File: src/sv/cvc_pkg.sv
// Shared constants, codes and request/result types for the CIGAR variant caller.
package cvc_pkg;

  localparam int READ_SIZE   = 32;
  localparam int OFF_W       = $clog2(READ_SIZE + 1);
  localparam int IDX_W       = $clog2(READ_SIZE);
  localparam int QUEUE_DEPTH = 2;
  localparam int QCNT_W      = $clog2(QUEUE_DEPTH + 1);
  localparam int QPTR_W      = $clog2(QUEUE_DEPTH);

  localparam logic [1:0] CMD_LD_REF = 2'd0;
  localparam logic [1:0] CMD_LD_ALT = 2'd1;
  localparam logic [1:0] CMD_CIGAR  = 2'd2;

  localparam logic [2:0] CIG_MATCH = 3'd0;
  localparam logic [2:0] CIG_INS   = 3'd1;
  localparam logic [2:0] CIG_DEL   = 3'd2;
  localparam logic [2:0] CIG_SOFT  = 3'd3;

  // decoded job codes carried through the queue
  localparam logic [2:0] OP_LD_REF = 3'd0;
  localparam logic [2:0] OP_LD_ALT = 3'd1;
  localparam logic [2:0] OP_MATCH  = 3'd2;
  localparam logic [2:0] OP_INS    = 3'd3;
  localparam logic [2:0] OP_DEL    = 3'd4;
  localparam logic [2:0] OP_SOFT   = 3'd5;
  localparam logic [2:0] OP_NOP    = 3'd6;

  localparam logic [1:0] KIND_SNV = 2'd0;
  localparam logic [1:0] KIND_INS = 2'd1;
  localparam logic [1:0] KIND_DEL = 2'd2;

  typedef struct packed {
    logic [1:0]  cmd;
    logic [4:0]  index;
    logic [7:0]  base;
    logic [2:0]  cigar_op;
    logic [15:0] cigar_len;
    logic [30:0] read_pos;
    logic        new_read;
  } req_t;

  typedef struct packed {
    logic [31:0] var_pos;
    logic [1:0]  kind;
    logic [7:0]  ref_char;
    logic        ref_char_valid;
    logic [7:0]  alt_char;
    logic        alt_char_valid;
    logic        variant_end;
    logic        last;
  } res_t;

  typedef struct packed {
    logic [2:0]  op;
    logic [4:0]  index;
    logic [7:0]  base;
    logic [15:0] len;
    logic [30:0] rpos;
    logic        nr;
  } job_t;

endpackage

File: src/sv/cvc_front.sv
// Front end: takes requests and classifies them into jobs.
module cvc_front
  import cvc_pkg::*;
(
  input  logic clk,
  input  logic rst,
  input  logic in_valid,
  output logic in_ready,
  input  req_t in_req,
  output logic job_valid,
  input  logic job_ready,
  output job_t job
);

  logic [2:0] op;

  always_comb begin
    case (in_req.cmd)
      CMD_LD_REF: op = OP_LD_REF;
      CMD_LD_ALT: op = OP_LD_ALT;
      CMD_CIGAR: begin
        case (in_req.cigar_op)
          CIG_MATCH: op = OP_MATCH;
          CIG_INS:   op = OP_INS;
          CIG_DEL:   op = OP_DEL;
          CIG_SOFT:  op = OP_SOFT;
          default:   op = OP_NOP;
        endcase
      end
      default: op = OP_NOP;
    endcase
  end

  // unknown commands are taken and dropped; unknown ops still carry new_read
  logic drop;
  assign drop     = (in_req.cmd != CMD_LD_REF) && (in_req.cmd != CMD_LD_ALT) &&
                    (in_req.cmd != CMD_CIGAR);
  assign job_valid = in_valid && !drop;
  assign in_ready  = drop || job_ready;

  assign job.op    = op;
  assign job.index = in_req.index;
  assign job.base  = in_req.base;
  assign job.len   = in_req.cigar_len;
  assign job.rpos  = in_req.read_pos;
  assign job.nr    = in_req.new_read;

  logic seen;
  always_ff @(posedge clk) begin
    if (rst) begin
      seen <= 1'b0;
    end else if (in_valid && in_ready) begin
      seen <= 1'b1;
    end
  end

  assert property (@(posedge clk) disable iff (rst)
    (in_valid && drop) |-> in_ready)
    else $error("dropped request not taken");

  assert property (@(posedge clk) disable iff (rst)
    (job_valid && !job_ready) |-> !in_ready)
    else $error("request taken while queue full");

  assert property (@(posedge clk) disable iff (rst)
    (in_valid && in_ready && !seen) |=> seen)
    else $error("request tracking lost");

endmodule

File: src/sv/cvc_queue.sv
// Short job queue between the front and back ends.
module cvc_queue
  import cvc_pkg::*;
(
  input  logic clk,
  input  logic rst,
  input  logic wr_valid,
  output logic wr_ready,
  input  job_t wr_job,
  output logic rd_valid,
  input  logic rd_ready,
  output job_t rd_job
);

  job_t              slots [QUEUE_DEPTH];
  logic [QCNT_W-1:0] count;
  logic [QPTR_W-1:0] wptr, rptr;
  logic              push, pop;

  assign wr_ready = (count != QCNT_W'(QUEUE_DEPTH));
  assign rd_valid = (count != '0);
  assign rd_job   = slots[rptr];
  assign push     = wr_valid && wr_ready;
  assign pop      = rd_valid && rd_ready;

  always_ff @(posedge clk) begin
    if (push) begin
      slots[wptr] <= wr_job;
    end
  end

  always_ff @(posedge clk) begin
    if (rst) begin
      count <= '0;
      wptr  <= '0;
      rptr  <= '0;
    end else begin
      if (push) begin
        wptr <= (wptr == QPTR_W'(QUEUE_DEPTH - 1)) ? '0 : wptr + 1'b1;
      end
      if (pop) begin
        rptr <= (rptr == QPTR_W'(QUEUE_DEPTH - 1)) ? '0 : rptr + 1'b1;
      end
      if (push && !pop) begin
        count <= count + 1'b1;
      end else if (pop && !push) begin
        count <= count - 1'b1;
      end
    end
  end

  assert property (@(posedge clk) disable iff (rst)
    count <= QCNT_W'(QUEUE_DEPTH))
    else $error("queue overflow");

  assert property (@(posedge clk) disable iff (rst)
    (push && !pop) |=> (count != '0))
    else $error("queue count lost a push");

  assert property (@(posedge clk) disable iff (rst)
    (count == '0) |-> !pop)
    else $error("pop from empty queue");

endmodule

File: src/sv/cvc_back.sv
// Back end: base stores, CIGAR step sequencer, result holding and output register.
module cvc_back
  import cvc_pkg::*;
(
  input  logic clk,
  input  logic rst,
  input  logic job_valid,
  output logic job_ready,
  input  job_t job,
  output logic out_valid,
  input  logic out_ready,
  output res_t out_res
);

  logic [7:0] ref_mem [READ_SIZE];
  logic [7:0] alt_mem [READ_SIZE];

  logic [OFF_W-1:0] ref_offset, alt_offset;
  logic [OFF_W-1:0] ptr_r, ptr_a, cnt;
  logic [31:0]      pos;
  logic [2:0]       op_r;
  logic             first, ra0, aa0;

  // stage 2: registered store reads plus step info
  logic        s2_valid, s2_match, s2_rv, s2_av, s2_fin;
  logic [1:0]  s2_kind;
  logic [31:0] s2_pos;
  logic [7:0]  ref_rd, alt_rd;

  // pending result, held until we know whether it closes its request
  res_t p_res;
  res_t p_out;
  logic p_valid, p_done;

  logic take, issue, s2_free, s2_adv, s2_prod, p_move, o_free;
  logic [OFF_W-1:0] ro, ao, most, rem, span;
  logic             st_rv, st_av;
  res_t             r_new;

  assign job_ready = (cnt == '0);
  assign take      = job_valid && job_ready;

  always_comb begin
    ro   = job.nr ? '0 : ref_offset;
    ao   = job.nr ? '0 : alt_offset;
    most = (ro > ao) ? ro : ao;
    rem  = OFF_W'(READ_SIZE) - most;
    span = (job.len < 16'(rem)) ? job.len[OFF_W-1:0] : rem;
  end

  always_ff @(posedge clk) begin
    if (take && (job.op == OP_LD_REF) && (32'(job.index) < READ_SIZE)) begin
      ref_mem[IDX_W'(job.index)] <= job.base;
    end
    if (take && (job.op == OP_LD_ALT) && (32'(job.index) < READ_SIZE)) begin
      alt_mem[IDX_W'(job.index)] <= job.base;
    end
    if (issue) begin
      ref_rd <= ref_mem[ptr_r[IDX_W-1:0]];
      alt_rd <= alt_mem[ptr_a[IDX_W-1:0]];
    end
  end

  always_comb begin
    if (op_r == OP_MATCH) begin
      st_rv = 1'b1;
      st_av = 1'b1;
    end else if (first) begin
      st_rv = ra0;
      st_av = aa0;
    end else begin
      st_rv = (op_r == OP_DEL);
      st_av = (op_r == OP_INS);
    end
  end

  assign s2_free = !s2_valid || s2_adv;
  assign issue   = (cnt != '0) && s2_free;

  // sequencer
  always_ff @(posedge clk) begin
    if (rst) begin
      cnt        <= '0;
      ref_offset <= '0;
      alt_offset <= '0;
    end else if (take) begin
      case (job.op)
        OP_MATCH: begin
          cnt        <= span;
          ref_offset <= ro + span;
          alt_offset <= ao + span;
        end
        OP_INS: begin
          cnt        <= span + 1'b1;
          ref_offset <= ro;
          alt_offset <= ao + span;
        end
        OP_DEL: begin
          cnt        <= span + 1'b1;
          ref_offset <= ro + span;
          alt_offset <= ao;
        end
        OP_SOFT: begin
          ref_offset <= ro;
          alt_offset <= ao + span;
        end
        OP_NOP: begin
          ref_offset <= ro;
          alt_offset <= ao;
        end
        default: begin
        end
      endcase
    end else if (issue) begin
      cnt <= cnt - 1'b1;
    end
  end

  always_ff @(posedge clk) begin
    if (take) begin
      op_r  <= job.op;
      first <= 1'b1;
      ra0   <= (ro != '0);
      aa0   <= (ao != '0);
      pos   <= {1'b0, job.rpos} + 32'(ro);
      ptr_r <= (job.op == OP_MATCH) ? ro : ro - 1'b1;
      ptr_a <= (job.op == OP_MATCH) ? ao : ao - 1'b1;
    end else if (issue) begin
      first <= 1'b0;
      ptr_r <= ptr_r + 1'b1;
      ptr_a <= ptr_a + 1'b1;
      if (op_r == OP_MATCH) begin
        pos <= pos + 1'b1;
      end
    end
  end

  always_ff @(posedge clk) begin
    if (rst) begin
      s2_valid <= 1'b0;
    end else if (issue) begin
      s2_valid <= 1'b1;
    end else if (s2_adv) begin
      s2_valid <= 1'b0;
    end
  end

  always_ff @(posedge clk) begin
    if (issue) begin
      s2_match <= (op_r == OP_MATCH);
      s2_kind  <= (op_r == OP_MATCH) ? KIND_SNV :
                  (op_r == OP_INS) ? KIND_INS : KIND_DEL;
      s2_rv    <= st_rv;
      s2_av    <= st_av;
      s2_fin   <= (cnt == OFF_W'(1));
      s2_pos   <= pos;
    end
  end

  assign s2_prod = !s2_match || (ref_rd != alt_rd);

  always_comb begin
    r_new.var_pos        = s2_pos;
    r_new.kind           = s2_kind;
    r_new.ref_char       = s2_rv ? ref_rd : 8'd0;
    r_new.ref_char_valid = s2_rv;
    r_new.alt_char       = s2_av ? alt_rd : 8'd0;
    r_new.alt_char_valid = s2_av;
    r_new.variant_end    = s2_match || s2_fin;
    r_new.last           = 1'b0;
  end

  assign o_free = !out_valid || out_ready;
  assign p_move = p_valid && o_free && (p_done || (s2_valid && s2_prod));
  assign s2_adv = s2_valid && (!s2_prod || !p_valid || p_move);

  always_ff @(posedge clk) begin
    if (rst) begin
      p_valid <= 1'b0;
      p_done  <= 1'b0;
    end else if (s2_adv && s2_prod) begin
      p_valid <= 1'b1;
      p_done  <= s2_fin;
    end else if (p_move) begin
      p_valid <= 1'b0;
      p_done  <= 1'b0;
    end else if (s2_adv && s2_fin && p_valid) begin
      p_done <= 1'b1;
    end
  end

  always_ff @(posedge clk) begin
    if (s2_adv && s2_prod) begin
      p_res <= r_new;
    end
  end

  always_comb begin
    p_out      = p_res;
    p_out.last = p_done;
  end

  always_ff @(posedge clk) begin
    if (rst) begin
      out_valid <= 1'b0;
    end else if (p_move) begin
      out_valid <= 1'b1;
    end else if (out_ready) begin
      out_valid <= 1'b0;
    end
  end

  always_ff @(posedge clk) begin
    if (p_move) begin
      out_res <= p_out;
    end
  end

  assert property (@(posedge clk) disable iff (rst)
    (ref_offset <= OFF_W'(READ_SIZE)) && (alt_offset <= OFF_W'(READ_SIZE)))
    else $error("offset beyond read size");

  assert property (@(posedge clk) disable iff (rst)
    (s2_valid && !s2_adv) |=> (s2_valid && $stable(s2_pos)))
    else $error("stalled step lost");

  assert property (@(posedge clk) disable iff (rst)
    (cnt != '0) |-> !take)
    else $error("job taken while stepping");

  assert property (@(posedge clk) disable iff (rst)
    p_move |-> o_free)
    else $error("output overwritten");

endmodule

File: src/sv/cigar_variant_caller_unit.sv
// Top level of the CIGAR variant caller.
// Requests either load one reference or read base into a 32-entry store, or carry
// one CIGAR entry. Every request is taken into a two-entry queue when it has room,
// or dropped at once when its command is unknown; the back end then handles it. A
// CIGAR entry, with its length clamped so that neither offset passes the read
// size, is stepped one base pair at a time for a match and one character pair at
// a time for an insertion or deletion (clamped length plus one pairs), paced by
// the single read port of each base store; no new job is taken until all steps
// are issued. Soft clip, hard clip and unknown ops give no steps. Output stalls
// hold the steps once the result path is full. Matches give one result per
// mismatching pair; an indel gives one result per character pair,
// anchored on the preceding base, whose character is marked invalid when that
// offset is zero. A result is held back one step so that last can be set on the
// final result of its request. The base stores have no reset: reading an entry
// never loaded gives an undefined character.
module cigar_variant_caller_unit
  import cvc_pkg::*;
(
  input  logic clk,
  input  logic rst,
  input  logic in_valid,
  output logic in_ready,
  input  req_t in_req,
  output logic out_valid,
  input  logic out_ready,
  output res_t out_res
);

  // front end to queue
  logic f_valid, f_ready;
  job_t f_job;

  // queue to back end
  logic q_valid, q_ready;
  job_t q_job;

  cvc_front u_front (
    .clk       (clk),
    .rst       (rst),
    .in_valid  (in_valid),
    .in_ready  (in_ready),
    .in_req    (in_req),
    .job_valid (f_valid),
    .job_ready (f_ready),
    .job       (f_job)
  );

  cvc_queue u_queue (
    .clk      (clk),
    .rst      (rst),
    .wr_valid (f_valid),
    .wr_ready (f_ready),
    .wr_job   (f_job),
    .rd_valid (q_valid),
    .rd_ready (q_ready),
    .rd_job   (q_job)
  );

  cvc_back u_back (
    .clk       (clk),
    .rst       (rst),
    .job_valid (q_valid),
    .job_ready (q_ready),
    .job       (q_job),
    .out_valid (out_valid),
    .out_ready (out_ready),
    .out_res   (out_res)
  );

endmodule

File: config.mk
export PLATFORM = sky130hd
export DESIGN_NAME = cigar_variant_caller_unit
export DESIGN_NICKNAME = d
export VERILOG_FILES = /design/src/sv/cvc_pkg.sv /design/src/sv/cvc_front.sv /design/src/sv/cvc_queue.sv /design/src/sv/cvc_back.sv /design/src/sv/cigar_variant_caller_unit.sv
export SDC_FILE = /design/constraint.sdc
export NUM_CORES = 1
export LEC_CHECK = 0
export ABC_AREA = 1
export BUFFER_PORTS_ARGS = -buffer_cell sky130_fd_sc_hd__buf_2
export CELL_PAD_IN_SITES_DETAIL_PLACEMENT = 0
export CELL_PAD_IN_SITES_GLOBAL_PLACEMENT = 1
export CORE_MARGIN = 1.5
export CORE_UTILIZATION = 35
export DETAILED_ROUTE_END_ITERATION = 10
export GPL_ROUTABILITY_DRIVEN = 0
export PLACE_DENSITY = 0.68
export SLEW_MARGIN = 40
export SYNTH_ARGS = -nofsm -noshare
export SYNTH_HDL_FRONTEND = slang
export SYNTH_HIERARCHICAL = 1
export SYNTH_SLANG_ARGS = --single-unit
export TNS_END_PERCENT = 5
File: constraint.sdc
create_clock -name clk -period 10.7 [get_ports clk]
set_input_delay 1.07 -clock clk [delete_from_list [all_inputs] [get_ports clk]]
set_output_delay 1.07 -clock clk [all_outputs]
set_load 0.005 [all_outputs]
==> results of run 1 <==
cells by family after synthesis:
group | after synthesis | share of synthesized area, %
AO/OA/AOI/OAI | 548 | 8.63
XOR/XNOR | 68 | 1.63
adder cells (fa/ha/maj) | 34 | 1.21
buffers and inverters | 370 | 4.68
flip-flops | 876 | 70.4
multiplexers | 65 | 2.59
AND/OR/NAND/NOR | 947 | 10.9
worst max path at each step:
stage,from,end,slack (ps),depth (start not counted)
finish,flop,u_back/alt_offset[5]$_SDFFE_PP0P_,4160,34
global route,flop,u_back/alt_offset[5]$_SDFFE_PP0P_,3560,34
CTS,flop,u_back/alt_offset[5]$_SDFFE_PP0P_,4150,34
detailed placement,flop,u_back/alt_offset[5]$_SDFFE_PP0P_,4180,34
global placement,flop,u_back/alt_offset[5]$_SDFFE_PP0P_,3920,34
floorplan,out_ready,u_back/pos[0]$_DFFE_PP_,3950,6
per-stage QoR:
stage | worst slack [ps] | utilization (%) | cells | total power (W) | hold slack (ps)
6_report | 4160 | 39.7 | 4441 | 0.0117 | 408
5_1_grt | 3560 | 39.7 | 4440 | 0.0124 | 421
4_1_cts | 4150 | 39.6 | 4440 | 0.0118 | 412
3_5_place_dp | 4180 | 36.9 | 4273 | 0.00874 | 405
3_3_place_gp | 3920 | 36.7 | 4269 | 0.00869 | 400
2_1_floorplan | 3950 | - | 2908 | 0.00744 | 400
power by group through the flow:
stage	Sequential, W	Clock [W]	Combinational, W
3_3_place_gp	0.00473	0	0.00396
2_1_floorplan	0.00466	0	0.00278
5_1_grt	0.00471	0.00326	0.00444
3_5_place_dp	0.00474	0	0.00400
6_report	0.00467	0.00306	0.00398
4_1_cts	0.00467	0.00313	0.00401
routing by layer:
| layer | share of wire [%] | global-route usage, % | vias up | routed length [µm] |
|---|---|---|---|---|
| li1 | - | - | 10600 | - |
| met1 | 47 | 23.5 | 10900 | 41500 |
| met4 | 1.6 | 3.72 | 4 | 1460 |
| met3 | 4.8 | 2.54 | 105 | 4290 |
| met5 | 0.024 | 0 | - | 21 |
| met2 | 47 | 26.2 | 489 | 41800 |
sequential cells by signal, summed over array words and instances (netlist names), 32 cells and up, named ones only:
register        cells
u_back/ref_mem    256
u_back/pos         32
u_back/out_res     54
u_back/alt_mem    256
u_back/s2_pos      32
u_queue/slots     128
u_back/p_out       53
layout make-up:
cell class	instances	area (µm²)	area share, %
Timing Repair Buffer	162	958	2.30
Multi-Input combinational cell	1662	9380	22.5
Tap cell	1391	1740	4.18
Clock inverter	41	408	0.979
Antenna cell	1	2.50	0.00600
Sequential cell	876	26000	62.5
Clock buffer	126	2470	5.92
Inverter	182	687	1.65
layout by cell type, fill, tap and decap left out, types with 4 or more instances in the layout:
cell type and n:
edfxtp_1 848, nor2_1 353, nand2_1 339, o21ai_0 320, inv_1 169, buf_2 125, clkbuf_16 91, nand3_1 91
o22ai_1 82, mux2_4 59, nor2_2 49, xor2_1 48, o221ai_1 48, buf_4 33, a21oi_1 33, nand4_1 31
ha_1 31, clkbuf_1 29, dfxtp_1 27, nor3_1 26, clkinv_1 19, xnor2_1 19, clkinv_2 17, o211ai_1 17
a31oi_1 15, nor4_1 12, nor2_4 8, nand2_2 8, o31ai_1 8, or2_2 7, clkbuf_8 6, bufinv_16 5
inv_2 4, o21ai_1 4, nand3_2 4, a221oi_1 4, mux2_2 4
==> results.py, run 1 <==
metrics = {
    "run_status": {
        "outcome": "finished, final reports clean",
    },
    "critical_path": {
        "reg2regPathDepth": 34,
        "cp.arrival_ps": 7090,
        "cp_common_cell": "nand2_1",
        "cp_max_fo": 31,
        "cp-end-kind": "flop",
        "worstSetupPathType": "flop to flop",
        "max_stage_delay_ps": 710,
        "cp_top_family": "simple AND/OR/NAND/NOR gates",
        "r2r_setup_slack_ps": 4160,
        "start_kind": "flop",
        "critPathRequiredTime_ps": 11250,
        "critPathSlowestCell": "dfxtp_4",
        "critPathBufInv": 4,
        "r2r_end": "u_back/alt_offset[5]$_SDFFE_PP0P_",
    },
    "drt": {
        "drc_errors": 0,
        "ant_nets": 0,
        "vias": 22100,
        "wl_per_cell_um": 20.1,
        "first_pass_iters": 7,
        "vias_per_cell": 4.97,
        "routed_wl_um": 89100,
        "drt-initial-drc-count": 1960,
    },
    "grt": {
        "gr-usage-all-layers_pct": 16.4,
        "first_global_vias": 21100,
        "grt_pass1_wl_um": 134000,
        "overflow": 0,
        "grt_max_degree": 69,
        "antenna_found_initial": 7,
    },
    "final_layout": {
        "nFillCells": 9837,
        "final_area_um2": 41700,
        "num-nets-final": 3078,
        "syn2layout_area_growth_pct": 12.7,
        "final_layout_size_suffix_gt1_share_pct": 14.9,
    },
    "floorplan": {
        "die_height_um": 328,
        "start_util_pct": 35.2,
        "die_x_um": 328,
        "dieArea_um2": 108000,
        "fp-row-count": 119,
        "coreArea_um2": 105000,
        "io_pins": 126,
    },
    "power_and_ir_drop": {
        "share_seq_of_total_power_pct": 39.9,
        "power_density_nw_per_um2": 281,
        "swShare_pct": 36.8,
        "p_comb_share_pct": 34.0,
        "leakage_nw": 14.5,
        "vdd_ir_drop_max_uv": 200,
        "clockPowerShare_pct": 26.1,
        "internal-power_w": 0.00740,
        "p_switching_w": 0.00431,
    },
    "sta": {
        "slew_violations": 0,
        "fin_crit_sh_pct": 61.1,
        "slew_headroom_pct": 41.6,
        "post-route-min-period_ps": 6540,
        "finalClockSkew_ps": 26.2,
        "worstMarginPinSlew_ps": 873,
        "hold_viol_final": 0,
        "rsz0062_at_grt": "false",
        "report.final.setup_viol": 0,
        "tns_ps": 0,
        "fmax_ghz": 0.153,
    },
    "clock_network": {
        "cts_buffers": 90,
        "clk_pin_slew_worst_paths_ps": 60,
        "cts_hold_buffers": 0,
        "ctsRootBufferMaster": "clkbuf_16",
        "cts_tree": "done",
        "cts.sinks": 876,
        "cts_max_path_buffers": 3,
        "cts_setup_buffers": 0,
        "htree_levels": 3,
        "postCtsResizedCells": 0,
        "insertion_delay_ps": 660,
    },
    "logic_synthesis": {
        "synth_edf_count": 848,
        "synth_top_area_share_pct": 68.9,
        "ys_types": 61,
        "async_reset_ff_share_pct": 0,
        "synth_nets": 3012,
        "synth_seq_cells": 876,
        "postSynthAreaPerCell_um2": 12.7,
        "synthTopCellsByArea": "edfxtp_1, o21ai_0, nor2_1, nand2_1, mux2_4",
        "yosysWarnings": 6,
        "ys_seq_area_share_pct": 70.4,
        "synth_area_leader_cell": "edfxtp_1",
        "syn-cell-area_um2": 37000,
        "syn_inst": 2908,
        "synth.most_common_cell": "edfxtp_1",
        "synth_commonest_cells": "edfxtp_1, nor2_1, nand2_1",
        "synth_flop_cell": "edfxtp_1",
    },
    "placed_design": {
        "io_buffers": 125,
        "hpwl_um": 56100,
        "post_dp_cell_area_um2": 38700,
    },
    "hold_path": {
        "min_to": "u_back/p_out[53]$_DFFE_PP_",
        "min_path_type": "flop to flop",
        "hold_depth": 0,
        "min_from": "u_back/s2_pos[31]$_DFFE_PP_",
    },
    "job": {
        "max-cap-violations": 0,
    },
}
Note: power is estimated with default switching activity, not from simulation.
==> run 2: changes to the inputs <==
ABC_AREA = 0   (was 1)
PLACE_DENSITY = 0.66   (was 0.68)
clock period = 6.8 ns   (was 10.7 ns; I/O delays follow)
==> results.py, run 2 <==
metrics = {
    "clock_network": {
        "insertion_delay_ps": 650,
        "cts_buffers": 93,
        "cts.sinks": 876,
        "ctsRootBufferMaster": "clkbuf_16",
        "cts_max_path_buffers": 3,
        "clk_pin_slew_worst_paths_ps": 60,
        "cts_tree": "done",
        "htree_levels": 3,
    },
    "drt": {
        "ant_nets": 0,
        "drt-initial-drc-count": 1201,
        "wl_per_cell_um": 21.0,
        "vias_per_cell": 4.95,
        "first_pass_iters": 5,
        "routed_wl_um": 74600,
        "vias": 17600,
        "drc_errors": 0,
    },
    "logic_synthesis": {
        "synth_nets": 2082,
        "synth_edf_count": 848,
        "synth_area_leader_cell": "edfxtp_1",
        "synth_seq_cells": 876,
        "syn-cell-area_um2": 35800,
        "synth_commonest_cells": "edfxtp_1, mux4_2, nor2_1",
        "ys_seq_area_share_pct": 72.6,
        "yosysWarnings": 6,
        "syn_inst": 1978,
        "async_reset_ff_share_pct": 0,
        "postSynthAreaPerCell_um2": 18.1,
        "synth_top_area_share_pct": 71.0,
        "synthTopCellsByArea": "edfxtp_1, mux4_2, mux2_2, xnor2_1, dfxtp_1",
        "synth.most_common_cell": "edfxtp_1",
        "synth_flop_cell": "edfxtp_1",
        "ys_types": 79,
    },
    "final_layout": {
        "syn2layout_area_growth_pct": 14.4,
        "layout_top_registers": "u_back/alt_mem x256, u_back/ref_mem x256, u_queue/slots x128",
        "nFillCells": 9182,
        "final_layout_size_suffix_gt1_share_pct": 28.7,
        "regArea_um2": 26000,
        "final_cell_mix": "edfxtp_1, mux4_2, buf_2",
        "multi_input_area_um2": 9080,
        "layout_commonest_cell": "edfxtp_1",
        "fin_util_pct": 40.4,
        "num-nets-final": 2207,
    },
    "sta": {
        "finalClockSkew_ps": 45.6,
        "fmax_ghz": 0.155,
        "report.final.setup_viol": 0,
        "slew_headroom_pct": 44.2,
        "slew_violations": 0,
        "holdWs_ps": 221,
        "tns_ps": 0,
        "fin_crit_sh_pct": 94.8,
        "hold_viol_final": 0,
        "worstMarginPinSlew_ps": 834,
        "layout_setup_ws_ps": 354,
        "post-route-min-period_ps": 6450,
    },
    "floorplan": {
        "fp-row-count": 117,
        "start_util_pct": 35.3,
        "coreArea_um2": 102000,
        "die_height_um": 323,
        "die_x_um": 323,
        "io_pins": 126,
        "dieArea_um2": 104000,
    },
    "job": {
        "max-cap-violations": 0,
    },
    "grt": {
        "first_global_vias": 17900,
        "overflow": 0,
        "grt_max_degree": 67,
        "grt_pass1_wl_um": 112000,
        "gr-usage-all-layers_pct": 14.3,
        "antenna_found_initial": 5,
    },
    "critical_path": {
        "max_stage_delay_ps": 410,
        "critPathRequiredTime_ps": 7340,
        "cp-end-kind": "flop",
        "cp_max_fo": 7,
        "cp_common_cell": "ha_1",
        "start_kind": "flop",
        "cp.arrival_ps": 6980,
        "worstSetupPathType": "flop to flop",
        "critPathSlowestCell": "or3_1",
    },
    "placed_design": {
        "io_buffers": 125,
        "pre_cts_ws_ps": -11.5,
        "hpwl_um": 48800,
    },
    "power_and_ir_drop": {
        "vdd_ir_drop_max_uv": 267,
        "leakage_nw": 13.3,
        "power_density_nw_per_um2": 413,
    },
    "hold_path": {
        "min_path_type": "input pin to flop",
    },
    "run_status": {
        "outcome": "finished, final reports clean",
    },
}
run 2: changes by cell type after synthesis, sizes merged, moves of 77 or more:
cell   previous run  this run
o21ai           328        41
nand2           350        75
mux4              0       160
inv             175        32
nor2            410       141
o22ai            82         5
run 2: power breakdown:
| group | internal (W) | total, W | switching [W] |
|---|---|---|---|
| clock | 0.00298 | 0.00503 | 0.00205 |
| combinational | 0.00181 | 0.00438 | 0.00257 |
| sequential | 0.00718 | 0.00752 | 0.000346 |
run 2: routing by layer:
| metal | wire, µm | up-vias | part of all wire (%) | GRT usage [%] |
|---|---|---|---|---|
| li1 | - | 7977 | - | - |
| met1 | 32700 | 8989 | 44 | 19.5 |
| met2 | 35600 | 484 | 48 | 23.0 |
| met3 | 4660 | 121 | 6.2 | 2.96 |
| met4 | 1710 | 4 | 2.3 | 4.40 |
| met5 | 25 | - | 0.033 | 0 |
run 2: repair_timing:
item                       4_1_cts  5_1_grt
setup buffers                    0        5
pin swaps                        0        2
setup endpoints to repair        1        5
hold buffers                     0        0
resized for setup                1        8
run 2: cells by family (layout without fill, tap and decap cells):
kind of cell	count (synthesis)	after routing	synth area share, %
muxes	252	252	13.0
xor gates and xnor gates	103	103	2.52
buffers and inverters	171	373	2.51
other	0	1	0
adders and majority gates	36	36	1.31
and+or+nand+nor	386	386	5.28
AOI/OAI and AO/OA	154	154	2.74
DFF	876	876	72.6
run 2: layout make-up:
| type | instances | area share (%) |
|---|---|---|
| Clock inverter | 62 | 1.53 |
| Sequential cell | 876 | 63.5 |
| Antenna cell | 1 | 0.00610 |
| Timing Repair Buffer | 169 | 2.42 |
| Clock buffer | 110 | 5.94 |
| Tap cell | 1368 | 4.17 |
| Inverter | 32 | 0.299 |
| Multi-Input combinational cell | 931 | 22.1 |
run 2: worst max-delay path, delay by kind of cell (launching register included):
| kind | cells | cell delay (ps) |
|---|---|---|
| DFF | 1 | 340 |
| muxes | 3 | 900 |
| AOI/OAI and AO/OA | 10 | 1580 |
| and+or+nand+nor | 11 | 1730 |
| adders and majority gates | 4 | 1010 |
| buffers and inverters | 6 | 780 |
run 2: path summary, 6_finish.rpt:
check	startpoint	endpoint	slack, ps	cells after the start
worst min register to register	u_back/s2_pos[26]$_DFFE_PP_	u_back/p_out[48]$_DFFE_PP_	400	0
worst max-delay path	flop	u_back/ref_offset[5]$_SDFFE_PP0P_	350	34
worst min-delay path	in_req[0]	u_queue/slots[1][0]$_DFFE_PP_	220	1
worst max register to register	flop	u_back/ref_offset[5]$_SDFFE_PP0P_	350	34
run 2: metrics by stage:
stage | total power [W] | std cells | cell area [µm²]
after global placement | 0.0120 | 3365 | 37700
after floorplan | 0.0105 | 1978 | 35800
after CTS | 0.0172 | 3542 | 40900
after detailed placement | 0.0121 | 3370 | 37800
after global routing | 0.0177 | 3548 | 41000
final | 0.0169 | 3549 | 41000
